$ cat src/rtl/pidb_pkg.sv
`timescale 1ns / 1ps
// ----------------------------------------------------------------------------
// pidb_pkg
// Shared widths, register indexes and word types for the PI controller with
// deadband and conditional-integration anti-windup.
// ----------------------------------------------------------------------------
package pidb_pkg;

   // Field widths
   localparam int VAL_W     = 16;             // target, feedback, drive, limits
   localparam int GAIN_W    = 24;             // Q8.16 gains
   localparam int FRAC_W    = 16;             // fractional bits of Q.16 values
   localparam int ERR_W     = VAL_W + 1;      // exact error
   localparam int DB_CMP_W  = VAL_W + 2;      // signed compare against deadband
   localparam int PROD_W    = GAIN_W + ERR_W; // gain * error, exact
   localparam int ACC_W     = 33;             // Q17.16 integral within the limits
   localparam int LIM_W     = VAL_W + FRAC_W; // limit in Q.16
   localparam int SUM_W     = PROD_W + 1;     // product plus integral
   localparam int CSR_IDX_W = 3;
   localparam int CSR_DAT_W = GAIN_W;

   // Register indexes
   typedef enum logic [CSR_IDX_W-1:0] {
      CSR_PROP_GAIN  = 3'd0,
      CSR_INTEG_GAIN = 3'd1,
      CSR_OUT_UPPER  = 3'd2,
      CSR_OUT_LOWER  = 3'd3,
      CSR_DEAD_BAND  = 3'd4
   } csr_index_type;

   // Reset values
   localparam logic signed [GAIN_W-1:0] PROP_GAIN_RST  = 24'sd65536;
   localparam logic signed [GAIN_W-1:0] INTEG_GAIN_RST = 24'sd0;
   localparam logic signed [VAL_W-1:0]  OUT_UPPER_RST  = 16'sh7FFF;
   localparam logic signed [VAL_W-1:0]  OUT_LOWER_RST  = 16'sh8000;
   localparam logic [VAL_W-1:0]         DEAD_BAND_RST  = 16'h0000;

   // Current register settings
   typedef struct packed {
      logic signed [GAIN_W-1:0] prop_gain;
      logic signed [GAIN_W-1:0] integ_gain;
      logic signed [VAL_W-1:0]  out_upper;
      logic signed [VAL_W-1:0]  out_lower;
      logic [VAL_W-1:0]         dead_band;
   } cfg_type;

   // Word handed from the multiplier stage to the integrator stage
   typedef struct packed {
      logic                     err_pos;
      logic                     err_neg;
      logic                     in_db;
      logic signed [PROD_W-1:0] pterm;
      logic signed [PROD_W-1:0] iterm;
   } prod_type;

endpackage

$ cat src/rtl/pidb_if.sv
`timescale 1ns / 1ps
// ----------------------------------------------------------------------------
// pidb_if
// Valid/ready channels: request words, response words and register writes.
// ----------------------------------------------------------------------------
interface pidb_req_if;
   import pidb_pkg::*;
   logic                    valid;
   logic                    ready;
   logic signed [VAL_W-1:0] target;
   logic signed [VAL_W-1:0] feedback;
   modport source (output valid, output target, output feedback, input ready);
   modport sink   (input valid, input target, input feedback, output ready);
endinterface

interface pidb_rsp_if;
   import pidb_pkg::*;
   logic                    valid;
   logic                    ready;
   logic signed [VAL_W-1:0] drive;
   modport source (output valid, output drive, input ready);
   modport sink   (input valid, input drive, output ready);
endinterface

interface pidb_csr_if;
   import pidb_pkg::*;
   logic                 valid;
   logic                 ready;
   logic [CSR_IDX_W-1:0] index;
   logic [CSR_DAT_W-1:0] data;
   modport source (output valid, output index, output data, input ready);
   modport sink   (input valid, input index, input data, output ready);
endinterface

$ cat src/rtl/pidb_csr.sv
`timescale 1ns / 1ps
// ----------------------------------------------------------------------------
// pidb_csr
// Gain, limit and deadband registers; writes to unknown indexes are dropped.
// ----------------------------------------------------------------------------
module pidb_csr (
   input  logic              clock,
   input  logic              reset,
   pidb_csr_if.sink          csr,
   output pidb_pkg::cfg_type cfg
);
   import pidb_pkg::*;

   cfg_type cfg_ff;
   cfg_type cfg_in;

   assign csr.ready = 1'b1;
   assign cfg       = cfg_ff;

   // Decode the write word
   always_comb begin
      cfg_in = cfg_ff;
      if (csr.valid) begin
         case (csr.index)
            CSR_PROP_GAIN:  cfg_in.prop_gain  = csr.data[GAIN_W-1:0];
            CSR_INTEG_GAIN: cfg_in.integ_gain = csr.data[GAIN_W-1:0];
            CSR_OUT_UPPER:  cfg_in.out_upper  = csr.data[VAL_W-1:0];
            CSR_OUT_LOWER:  cfg_in.out_lower  = csr.data[VAL_W-1:0];
            CSR_DEAD_BAND:  cfg_in.dead_band  = csr.data[VAL_W-1:0];
            default:        cfg_in = cfg_ff;
         endcase
      end
   end

   always_ff @(posedge clock) begin
      if (reset) begin
         cfg_ff.prop_gain  <= PROP_GAIN_RST;
         cfg_ff.integ_gain <= INTEG_GAIN_RST;
         cfg_ff.out_upper  <= OUT_UPPER_RST;
         cfg_ff.out_lower  <= OUT_LOWER_RST;
         cfg_ff.dead_band  <= DEAD_BAND_RST;
      end else begin
         cfg_ff <= cfg_in;
      end
   end

endmodule

$ cat src/rtl/pidb_front.sv
`timescale 1ns / 1ps
// ----------------------------------------------------------------------------
// pidb_front
// Input register, then error, deadband test and the two gain products into
// the product register.
// ----------------------------------------------------------------------------
module pidb_front (
   input  logic               clock,
   input  logic               reset,
   pidb_req_if.sink           req,
   input  pidb_pkg::cfg_type  cfg,
   output logic               prod_valid,
   input  logic               prod_ready,
   output pidb_pkg::prod_type prod
);
   import pidb_pkg::*;

   logic                    in_valid_ff;
   logic                    in_valid_in;
   logic signed [VAL_W-1:0] target_ff;
   logic signed [VAL_W-1:0] feedback_ff;
   logic                    prod_valid_ff;
   logic                    prod_valid_in;
   prod_type                prod_ff;
   prod_type                prod_in;
   logic                    in_ready;
   logic                    stage_ready;

   logic signed [ERR_W-1:0]    err;
   logic signed [DB_CMP_W-1:0] err_wide;
   logic signed [DB_CMP_W-1:0] db_wide;

   // Advance when the next stage frees up
   assign stage_ready = !prod_valid_ff || prod_ready;
   assign in_ready    = !in_valid_ff || stage_ready;
   assign req.ready   = in_ready;
   assign prod_valid  = prod_valid_ff;
   assign prod        = prod_ff;

   assign in_valid_in   = in_ready ? req.valid : in_valid_ff;
   assign prod_valid_in = stage_ready ? in_valid_ff : prod_valid_ff;

   // Error, deadband test and products
   always_comb begin
      err      = ERR_W'(target_ff) - ERR_W'(feedback_ff);
      err_wide = DB_CMP_W'(err);
      db_wide  = DB_CMP_W'({2'b00, cfg.dead_band});
      prod_in.err_pos = !err[ERR_W-1] && (err != '0);
      prod_in.err_neg = err[ERR_W-1];
      prod_in.in_db   = (err_wide < db_wide) && (err_wide > -db_wide);
      prod_in.pterm   = PROD_W'(cfg.prop_gain) * PROD_W'(err);
      prod_in.iterm   = PROD_W'(cfg.integ_gain) * PROD_W'(err);
   end

   always_ff @(posedge clock) begin
      if (reset) begin
         in_valid_ff   <= 1'b0;
         prod_valid_ff <= 1'b0;
      end else begin
         in_valid_ff   <= in_valid_in;
         prod_valid_ff <= prod_valid_in;
      end
   end

   // Hold payload unless a new word moves in
   always_ff @(posedge clock) begin
      if (req.valid && in_ready) begin
         target_ff   <= req.target;
         feedback_ff <= req.feedback;
      end
      if (in_valid_ff && stage_ready) begin
         prod_ff <= prod_in;
      end
   end

endmodule

$ cat src/rtl/pidb_back.sv
`timescale 1ns / 1ps
// ----------------------------------------------------------------------------
// pidb_back
// Integral state, saturation test, conditional integration, output clamp and
// truncation into the response register.
// ----------------------------------------------------------------------------
module pidb_back (
   input  logic               clock,
   input  logic               reset,
   input  pidb_pkg::cfg_type  cfg,
   input  logic               prod_valid,
   output logic               prod_ready,
   input  pidb_pkg::prod_type prod,
   pidb_rsp_if.source         rsp
);
   import pidb_pkg::*;

   logic signed [ACC_W-1:0] acc_ff;
   logic signed [ACC_W-1:0] acc_in;
   logic                    rsp_valid_ff;
   logic                    rsp_valid_in;
   logic signed [VAL_W-1:0] drive_ff;
   logic signed [VAL_W-1:0] drive_in;
   logic                    take;

   logic signed [LIM_W-1:0] hi_q;
   logic signed [LIM_W-1:0] lo_q;
   logic signed [SUM_W-1:0] hi;
   logic signed [SUM_W-1:0] lo;
   logic signed [SUM_W-1:0] unsat;
   logic signed [SUM_W-1:0] integ_sum;
   logic signed [SUM_W-1:0] integ_clamped;
   logic signed [SUM_W-1:0] out_clamped;
   logic signed [LIM_W-1:0] y_q;
   logic                    sat_hi;
   logic                    sat_lo;
   logic                    integrate;

   // Upper limit first, lower limit second: lower wins when they cross
   function automatic logic signed [SUM_W-1:0] clamp_lim(
      input logic signed [SUM_W-1:0] v,
      input logic signed [SUM_W-1:0] up,
      input logic signed [SUM_W-1:0] dn
   );
      logic signed [SUM_W-1:0] t;
      t = (v > up) ? up : v;
      t = (t < dn) ? dn : t;
      return t;
   endfunction

   assign take       = prod_valid && prod_ready;
   assign prod_ready = !rsp_valid_ff || rsp.ready;
   assign rsp.valid  = rsp_valid_ff;
   assign rsp.drive  = drive_ff;

   // Limits in Q.16
   assign hi_q = {cfg.out_upper, {FRAC_W{1'b0}}};
   assign lo_q = {cfg.out_lower, {FRAC_W{1'b0}}};
   assign hi   = SUM_W'(hi_q);
   assign lo   = SUM_W'(lo_q);

   // Integrate unless inside the deadband or winding further into a limit
   always_comb begin
      unsat         = SUM_W'(prod.pterm) + SUM_W'(acc_ff);
      sat_hi        = unsat > hi;
      sat_lo        = unsat < lo;
      integrate     = !prod.in_db && !(sat_hi && prod.err_pos)
                      && !(sat_lo && prod.err_neg);
      integ_sum     = SUM_W'(acc_ff) + SUM_W'(prod.iterm);
      integ_clamped = clamp_lim(integ_sum, hi, lo);
      acc_in        = acc_ff;
      if (take && integrate) begin
         acc_in = integ_clamped[ACC_W-1:0];
      end
   end

   // Output clamp, then truncate toward zero
   always_comb begin
      out_clamped = clamp_lim(SUM_W'(prod.pterm) + SUM_W'(acc_in), hi, lo);
      y_q         = out_clamped[LIM_W-1:0];
      drive_in    = y_q[LIM_W-1:FRAC_W];
      if (y_q[LIM_W-1] && (y_q[FRAC_W-1:0] != '0)) begin
         drive_in = y_q[LIM_W-1:FRAC_W] + VAL_W'(1);
      end
   end

   always_comb begin
      rsp_valid_in = rsp_valid_ff;
      if (take) begin
         rsp_valid_in = 1'b1;
      end else if (rsp.ready) begin
         rsp_valid_in = 1'b0;
      end
   end

   always_ff @(posedge clock) begin
      if (reset) begin
         acc_ff       <= '0;
         rsp_valid_ff <= 1'b0;
      end else begin
         acc_ff       <= acc_in;
         rsp_valid_ff <= rsp_valid_in;
      end
   end

   always_ff @(posedge clock) begin
      if (take) begin
         drive_ff <= drive_in;
      end
   end

endmodule

$ cat src/rtl/pi_controller_deadband_antiwindup_unit.sv
`timescale 1ns / 1ps
// Path: input register, product register, then response register.
// Throughput: one word per cycle while the receiver is ready; the integral
// update closes in the integrator stage; the gain multipliers sit before it.
// Reset: synchronous, clears the integral to zero, loads register defaults
// and empties all pipeline stages.
// ----------------------------------------------------------------------------
// pi_controller_deadband_antiwindup_unit
// PI controller with deadband and conditional-integration anti-windup.
// ----------------------------------------------------------------------------
module pi_controller_deadband_antiwindup_unit (
   input  logic       clock,
   input  logic       reset,
   pidb_req_if.sink   req,
   pidb_rsp_if.source rsp,
   pidb_csr_if.sink   csr
);
   import pidb_pkg::*;

   cfg_type  cfg;
   logic     prod_valid;
   logic     prod_ready;
   prod_type prod;

   pidb_csr u_csr (
      .clock (clock),
      .reset (reset),
      .csr   (csr),
      .cfg   (cfg)
   );

   pidb_front u_front (
      .clock      (clock),
      .reset      (reset),
      .req        (req),
      .cfg        (cfg),
      .prod_valid (prod_valid),
      .prod_ready (prod_ready),
      .prod       (prod)
   );

   pidb_back u_back (
      .clock      (clock),
      .reset      (reset),
      .cfg        (cfg),
      .prod_valid (prod_valid),
      .prod_ready (prod_ready),
      .prod       (prod),
      .rsp        (rsp)
   );

endmodule

$ cat src/flat_wrapper.sv
// flat-port wrapper written by rule: the top's interface ports become plain ports
module pi_controller_deadband_antiwindup_unit_flat import pidb_pkg::*;
  (clock, reset, req_valid, req_target, req_feedback, req_ready, rsp_valid, rsp_drive, rsp_ready, csr_valid, csr_index, csr_data, csr_ready);
  pidb_req_if req_i ();
  pidb_rsp_if rsp_i ();
  pidb_csr_if csr_i ();
  input  logic clock;
  input  logic reset;
  input wire logic [$bits(req_i.valid)-1:0] req_valid;
  input wire logic [$bits(req_i.target)-1:0] req_target;
  input wire logic [$bits(req_i.feedback)-1:0] req_feedback;
  output wire logic [$bits(req_i.ready)-1:0] req_ready;
  output wire logic [$bits(rsp_i.valid)-1:0] rsp_valid;
  output wire logic [$bits(rsp_i.drive)-1:0] rsp_drive;
  input wire logic [$bits(rsp_i.ready)-1:0] rsp_ready;
  input wire logic [$bits(csr_i.valid)-1:0] csr_valid;
  input wire logic [$bits(csr_i.index)-1:0] csr_index;
  input wire logic [$bits(csr_i.data)-1:0] csr_data;
  output wire logic [$bits(csr_i.ready)-1:0] csr_ready;
  assign req_i.valid = req_valid;
  assign req_i.target = req_target;
  assign req_i.feedback = req_feedback;
  assign req_ready = req_i.ready;
  assign rsp_valid = rsp_i.valid;
  assign rsp_drive = rsp_i.drive;
  assign rsp_i.ready = rsp_ready;
  assign csr_i.valid = csr_valid;
  assign csr_i.index = csr_index;
  assign csr_i.data = csr_data;
  assign csr_ready = csr_i.ready;
  pi_controller_deadband_antiwindup_unit u_core (.clock(clock), .reset(reset), .req(req_i), .rsp(rsp_i), .csr(csr_i));
endmodule
$ cat config.mk
export PLATFORM = sky130hd
export DESIGN_NAME = pi_controller_deadband_antiwindup_unit_flat
export DESIGN_NICKNAME = d
export VERILOG_FILES = /design/src/rtl/pidb_pkg.sv /design/src/rtl/pidb_if.sv /design/src/rtl/pidb_csr.sv /design/src/rtl/pidb_front.sv /design/src/rtl/pidb_back.sv /design/src/rtl/pi_controller_deadband_antiwindup_unit.sv /design/src/flat_wrapper.sv
export SDC_FILE = /design/constraint.sdc
export NUM_CORES = 2
export LEC_CHECK = 0
export BUFFER_PORTS_ARGS = -buffer_cell sky130_fd_sc_hd__buf_2
export CORE_MARGIN = 2
export CORE_UTILIZATION = 35
export CTS_CLUSTER_SIZE = 10
export DETAILED_ROUTE_END_ITERATION = 8
export GPL_ROUTABILITY_DRIVEN = 0
export GPL_TIMING_DRIVEN = 0
export PLACE_DENSITY = 0.5
export SYNTH_ARGS = -nofsm -noshare
export SYNTH_HDL_FRONTEND = slang
export SYNTH_SLANG_ARGS = --single-unit
$ cat constraint.sdc
create_clock -name clock -period 25.8 [get_ports clock]
set_clock_uncertainty 0.05 [all_clocks]
set_input_delay 1.29 -clock clock [delete_from_list [all_inputs] [get_ports clock]]
set_output_delay 1.29 -clock clock [all_outputs]
set_load 0.01 [all_outputs]
* Word level (Yosys, flattened, before mapping) *
Cells that the tools add are included.

operators by class
  add/subtract/negate cells = 6
  multipliers = 2
  $lt $le $gt $ge = 8
  equal/unequal tests = 4
  muxes and demuxes = 8
  reductions and logical operators = 30

operators by type and width
  kind                                                                   count
  42-bit by 32-bit > comparator with 1-bit output                        3
  42-bit by 32-bit < comparator with 1-bit output                        3
  41-bit by 33-bit adder with 42-bit output                              2
  42-bit two-way mux                                                     2
  24-bit by 17-bit multiplier with 41-bit output                         2
  33-bit two-way mux                                                     2
  33-bit by 41-bit adder with 42-bit output                              1
  32-bit two-way mux                                                     1
  17-bit by 18-bit > comparator with 1-bit output                        1
  16-bit negator with 18-bit output                                      1
  17-bit < comparator                                                    1
  17-bit nonzero test                                                    1
  16-bit by 16-bit subtractor with 17-bit output                         1
  16-bit by 1-bit adder with 16-bit output, second input constant        1
  16-bit two-way mux                                                     1
  16-bit nonzero test                                                    1
  1-bit logical AND                                                      11
  2-bit AND reduction                                                    5
  1-bit zero test                                                        7
  3-bit by 2-bit equality test with 1-bit output, second input constant  2
  3-bit by 1-bit equality test with 1-bit output, second input constant  1
  3-bit equality test, second input constant                             1
  3-bit zero test                                                        1
  1-bit logical OR                                                       3
  other kinds (2)                                                        3

word-level totals
  bits in registers = 265
  bits of input ports = 64
  output and inout port bits = 19
  logic and storage cells = 75

* Depth between registers and ports, before layout *
  depth after elaboration = 16
  depth in mapped cells = 86
  gate-level depth less buffers = 78

* Cells and area by module *
A second synthesis with hierarchy kept.

second synthesis, totals
  cells, all modules = 5812
  area, all modules = 52041.2 sq um

by module, submodules not included
  module      instances  cells each  area an instance (sq um)  sequential area each (sq um)
  pidb_front  1          3675        34460.6                   3553.4
  pidb_back   1          1773        13686.9                   1161.1
  pidb_csr    1          364         3893.7                    1921.8

* Least setup slack after synthesis *
No wires, ideal clock.

  path type = reg-to-reg
  start point = register u_core.u_front.prod_ff, in the netlist u_core.u_front.prod[0]
  end point = register u_core.u_back.drive_ff[14] (netlist: u_core.u_back.rsp.drive[14]) (data pin)
  arrival time = 16421 ps
  required time = 25488 ps
  path slack = 9067 ps
  cell stages (with the launch flop) = 83
  buffers on the path = 8
  period minus slack after synthesis = 16733 ps
  cell sequence = edfxtp_1 > ha_1 > fa_1 > a21o_1 > a21o_1 > a211oi_4 > o21ai_2 > a41oi_2 > o2111ai_1 > o21ai_0 > o21ai_0 > a21oi_1 > a311oi_1 > xor2_1 > ha_1 > nand4_1 > nor2_1 > nand3_1 > (+47 left out) > nand4_1 > nor2_1 > a21oi_1 > o211ai_1 > a31oi_1 > mux2_2 > o21ai_2 > buf_6 > buf_4 > nand2_1 > nand2_1 > ha_1 > nand3_1 > nor2_1 > a41oi_1 > nor4_1 > nand4_1 > xor2_1

on the way
  cells in the longest elaborated chain, start to end = 14
  elaborated cells between the ends (all ways) = 15
  those cells by class = add/sub (3); order compare (4); mux (6); reduce/logical (2)

ends and longest elaborated chain
  item                                                                              line              text
  start, declared                                                                   pidb_front.sv:24  prod_type prod_ff;
  start signal, assigned                                                            pidb_front.sv:72  prod_ff <= prod_in;
  33-bit by 41-bit adder with 42-bit output *                                       pidb_back.sv:69   integ_sum = SUM_W'(acc_ff) + SUM_W'(prod.iterm);
  42-bit by 32-bit > comparator with 1-bit output                                   pidb_back.sv:46   t = (v > up) ? up : v;
  42-bit two-way mux *                                                              pidb_back.sv:46
  42-bit by 32-bit < comparator with 1-bit output                                   pidb_back.sv:47   t = (t < dn) ? dn : t;
  33-bit two-way mux *                                                              pidb_back.sv:47
  33-bit two-way mux *                                                              pidb_back.sv:72   if (take && integrate) begin
  named net u_core.u_back.acc_in[0]                                                 pidb_back.sv:19   logic signed [ACC_W-1:0] acc_in;
  41-bit by 33-bit adder with 42-bit output *                                       pidb_back.sv:79   out_clamped = clamp_lim(SUM_W'(prod.pterm) + SUM_W'(acc_in), hi, lo);
  42-bit by 32-bit > comparator with 1-bit output                                   pidb_back.sv:46
  42-bit two-way mux *                                                              pidb_back.sv:46
  42-bit by 32-bit < comparator with 1-bit output                                   pidb_back.sv:47
  32-bit two-way mux *                                                              pidb_back.sv:47
  branches (longest 2 deep; another with 16-bit by 1-bit adder with 16-bit output)  n/a
  16-bit two-way mux *                                                              pidb_back.sv:82   if (y_q[LIM_W-1] && (y_q[FRAC_W-1:0] != '0)) begin
  named net u_core.u_back.drive_in[14]                                              pidb_back.sv:23   logic signed [VAL_W-1:0] drive_in;
  end signal, assigned                                                              pidb_back.sv:108  drive_ff <= drive_in;
  end, declared                                                                     pidb_back.sv:22   logic signed [VAL_W-1:0] drive_ff;

Mark *: on every way through the listed nets, which the timed path passes.
A chain may end at the register's enable or synchronous reset.

* Worst setup path after layout *
Same ends and word-level chain as after synthesis.

==> results.json <==
{
  "status": "finished, final reports clean",
  "grt_overflow": 0,
  "multi_input_area_um2": 40100,
  "yosysSeqAreaShare_pct": 13.0,
  "holdPathStages": 2,
  "syn2layout_area_growth_pct": 8.20,
  "cts_root_buf": "clkbuf_16",
  "cp_num_buf_inv": 8,
  "cts_setup_buffers": 0,
  "rr_worst_depth": 78,
  "placed_area_um2": 53900,
  "yosysTopAreaCellShare_pct": 31.6,
  "path_depth": 78,
  "first_pass_iters": 5,
  "grt_first_pass_wirelength_um": 259000,
  "peakVddDrop_mv": 0.0550,
  "leakage_uw": 0.0247,
  "ys.flop_type": "edfxtp_1",
  "tightest_slew_ns": 1.36,
  "synth_warnings": 0,
  "insertion_delay_ns": 0.62,
  "max_slew_margin_pct": 9.63,
  "required_ns": 26.08,
  "cp_top_family": "compound AO/OA/AOI/OAI gates",
  "synth_area_per_cell_um2": 9.04,
  "regArea_um2": 6640,
  "crit_top_cell": "ha_1",
  "synth-async-reset-ratio_pct": 0,
  "num_rows": 140,
  "die_area_um2": 149000,
  "post_cts_resized": 0,
  "fin_tns_setup_ns": 0,
  "io_pins": 83,
  "min_delay_worst_endpoint": "u_core.u_csr.cfg[3]",
  "synth_area_leader_cell": "fa_1",
  "antenna_found_initial": 12,
  "dp_hpwl_um": 144000,
  "cp-start-kind": "register",
  "hold_buffers": 0,
  "maxCapViolCount": 0,
  "fp.dieW_um": 386,
  "drt-vias-per-instance": 5.26,
  "remaining_drc_errors": 0,
  "hold_start": "u_core.u_csr.cfg[3]",
  "cts_max_path_buffers": 3,
  "synthCells": 5643,
  "port_buffers": 80,
  "drive_above_1_share_pct": 4.92,
  "fmax_ghz": 0.0447,
  "yosys-top-cells-area": "fa_1 (32%), ha_1 (13%), edfxtp_1 (7.8%), inv_1 (6.5%), nand2_1 (5.5%)",
  "vias": 40608,
  "grt_max_degree": 38,
  "drt_iter0_drc": 2843,
  "syn_area_um2": 51000,
  "yosysMostFrequentCell": "inv_1",
  "nets": 7163,
  "fin_area_um2": 55200,
  "path_clk_slew_ns": 0.06,
  "crit_fanout": 10,
  "grt_usage_pct": 23.4,
  "cp_slowest_cell": "nor4_1",
  "min_period_over_period_pct": 86.8,
  "cp-end-kind": "register",
  "reg2reg_to": "u_core.u_back.rsp.drive[14]",
  "min_period_ns": 22.39,
  "rsz0062_at_grt": "no",
  "fp.coreArea_um2": 145000,
  "ff2ff_setup_slack_ns": 3.41,
  "numCtsBuffers": 38,
  "timing.rr.start": "u_core.u_front.prod[0]",
  "cts-htree-levels": 2,
  "synth_enable_flop_cells": 133,
  "post_drt_wl_per_cell_um": 22.4,
  "syn_nets": 7038,
  "grt_pass1_vias": 41755,
  "ant_nets": 0,
  "start_util_pct": 35.1,
  "drv_slew": 0,
  "synth_seq_cells": 265,
  "slowest_delay_ns": 0.71,
  "power_density_nw_per_um2": 64.3,
  "hold_class": "reg2reg",
  "die_y_um": 386,
  "cts.sinks": 265,
  "synthTopCellsByCount": "inv_1 (887), fa_1 (806), nand2_1 (752)",
  "hold_viol_final": 0,
  "fillCellCount": 14815,
  "routed_wl_um": 173000,
  "arrival_ns": 22.68,
  "cts_tree": "done",
  "ys_types": 102,
  "finalSetupViolations": 0,
  "critical_path_class": "reg2reg"
}
[cells in the final DEF (no fill, tap or decap), types with 9 or more instances in the layout]
cell	instances
fa_1	806
nand3_1	61
a31oi_1	25
o21a_1	47
mux2i_1	14
a211o_1	24
inv_1	887
xor2_1	54
edfxtp_1	133
and2_1	307
ha_1	525
nand2_1	752
clkbuf_1	205
clkbuf_16	40
a21oi_1	266
o21ai_0	130
nand4_1	60
or2_2	9
nor4_1	18
nand2b_1	77
a211oi_1	24
or3_1	18
nor2b_1	96
buf_2	95
a32o_1	9
nor2_1	198
o21bai_1	26
nor3_1	52
a22o_1	17
dfxtp_1	132
mux2_2	47
o2111ai_1	12
a21o_1	180
o211ai_1	22
and3_1	26
xnor2_1	146
o22ai_1	14
mux2_4	19
[layer usage]
metal | global-route usage, % | up-vias | share of wire [%]
met2 | 38.1 | 1191 | 46
met1 | 31.8 | 20530 | 44
met4 | 8.28 | 0 | 3.8
met5 | 0 | - | 0
met3 | 3.06 | 245 | 6.2
li1 | - | 18642 | -
[where the power goes]
part           internal [µW]  switching (µW)  total [µW]
Combinational            864            1560        2420
Sequential               541            58.0         599
Clock                    303             222         525
Total                   1710            1840        3550
[worst register-to-register path: cells and delay by family, from the launching register on]
| family | cells | cell delay [ns] |
|---|---|---|
| compound gates | 32 | 8.52 |
| simple gates | 21 | 5.17 |
| fa+ha+maj | 9 | 3.01 |
| buf+inv | 8 | 2.57 |
| mux | 5 | 1.91 |
| xor+xnor | 3 | 0.53 |
| flops | 1 | 0.42 |
[worst max-delay path by stage]
stage	slack (ns)	to	from
2_1_floorplan	9.07	u_core.u_back.rsp.drive[14]	u_core.u_front.prod[0]
3_3_place_gp	3.47	u_core.u_back.rsp.drive[14]	u_core.u_front.prod[0]
3_5_place_dp	3.37	u_core.u_back.rsp.drive[14]	u_core.u_front.prod[0]
4_1_cts	3.25	u_core.u_back.rsp.drive[14]	u_core.u_front.prod[0]
5_1_grt	2.32	u_core.u_back.rsp.drive[14]	u_core.u_front.prod[0]
6_report	3.41	u_core.u_back.rsp.drive[14]	u_core.u_front.prod[0]
[sequential cells by signal, summed over array words and instances, names as in the netlist]
name	flops
u_core.u_back.rsp.drive	16
u_core.u_front.prod_valid	1
u_core.u_csr.cfg	96
u_core.u_front.feedback_ff	16
u_core.u_back.acc_ff	33
u_core.u_front.prod	85
u_core.u_front.target_ff	16
u_core.u_back.rsp.valid	1
u_core.u_front.in_valid_ff	1
[final cells by class]
class / count / area share, %
Antenna cell: 3 / 0.0136
Buffer: 224 / 1.64
Clock buffer: 53 / 1.94
Clock inverter: 15 / 0.288
Inverter: 887 / 6.03
Multi-Input combinational cell: 4267 / 72.8
Sequential cell: 265 / 12.0
Tap cell: 1917 / 4.35
Timing Repair Buffer: 85 / 0.934
[through the flow]
stage                     util (%)  std cells  hold slack [ns]  power (µW)  worst slack, ns
after detailed placement      37.1       7644            0.409        2990             3.37
after CTS                     38.0       7712            0.421        3530             3.25
after global placement        37.0       7640            0.406        2970             3.47
after global routing          38.0       7713            0.461        3820             2.32
after floorplan                  -       5643            0.386        2150             9.07
final                         38.0       7716            0.420        3550             3.41
[kinds of logic after synthesis]
| logic type | synth area share (%) |
|---|---|
| AOI/OAI and AO/OA | 12.3 |
| buffers and inverters | 8.30 |
| muxes | 1.87 |
| other | 0.00735 |
| adders and majority gates | 44.5 |
| and+or+nand+nor | 16.5 |
| DFF | 13.0 |
| xor gates and xnor gates | 3.44 |
No activity file was read; power rests on OpenSTA's default activity.
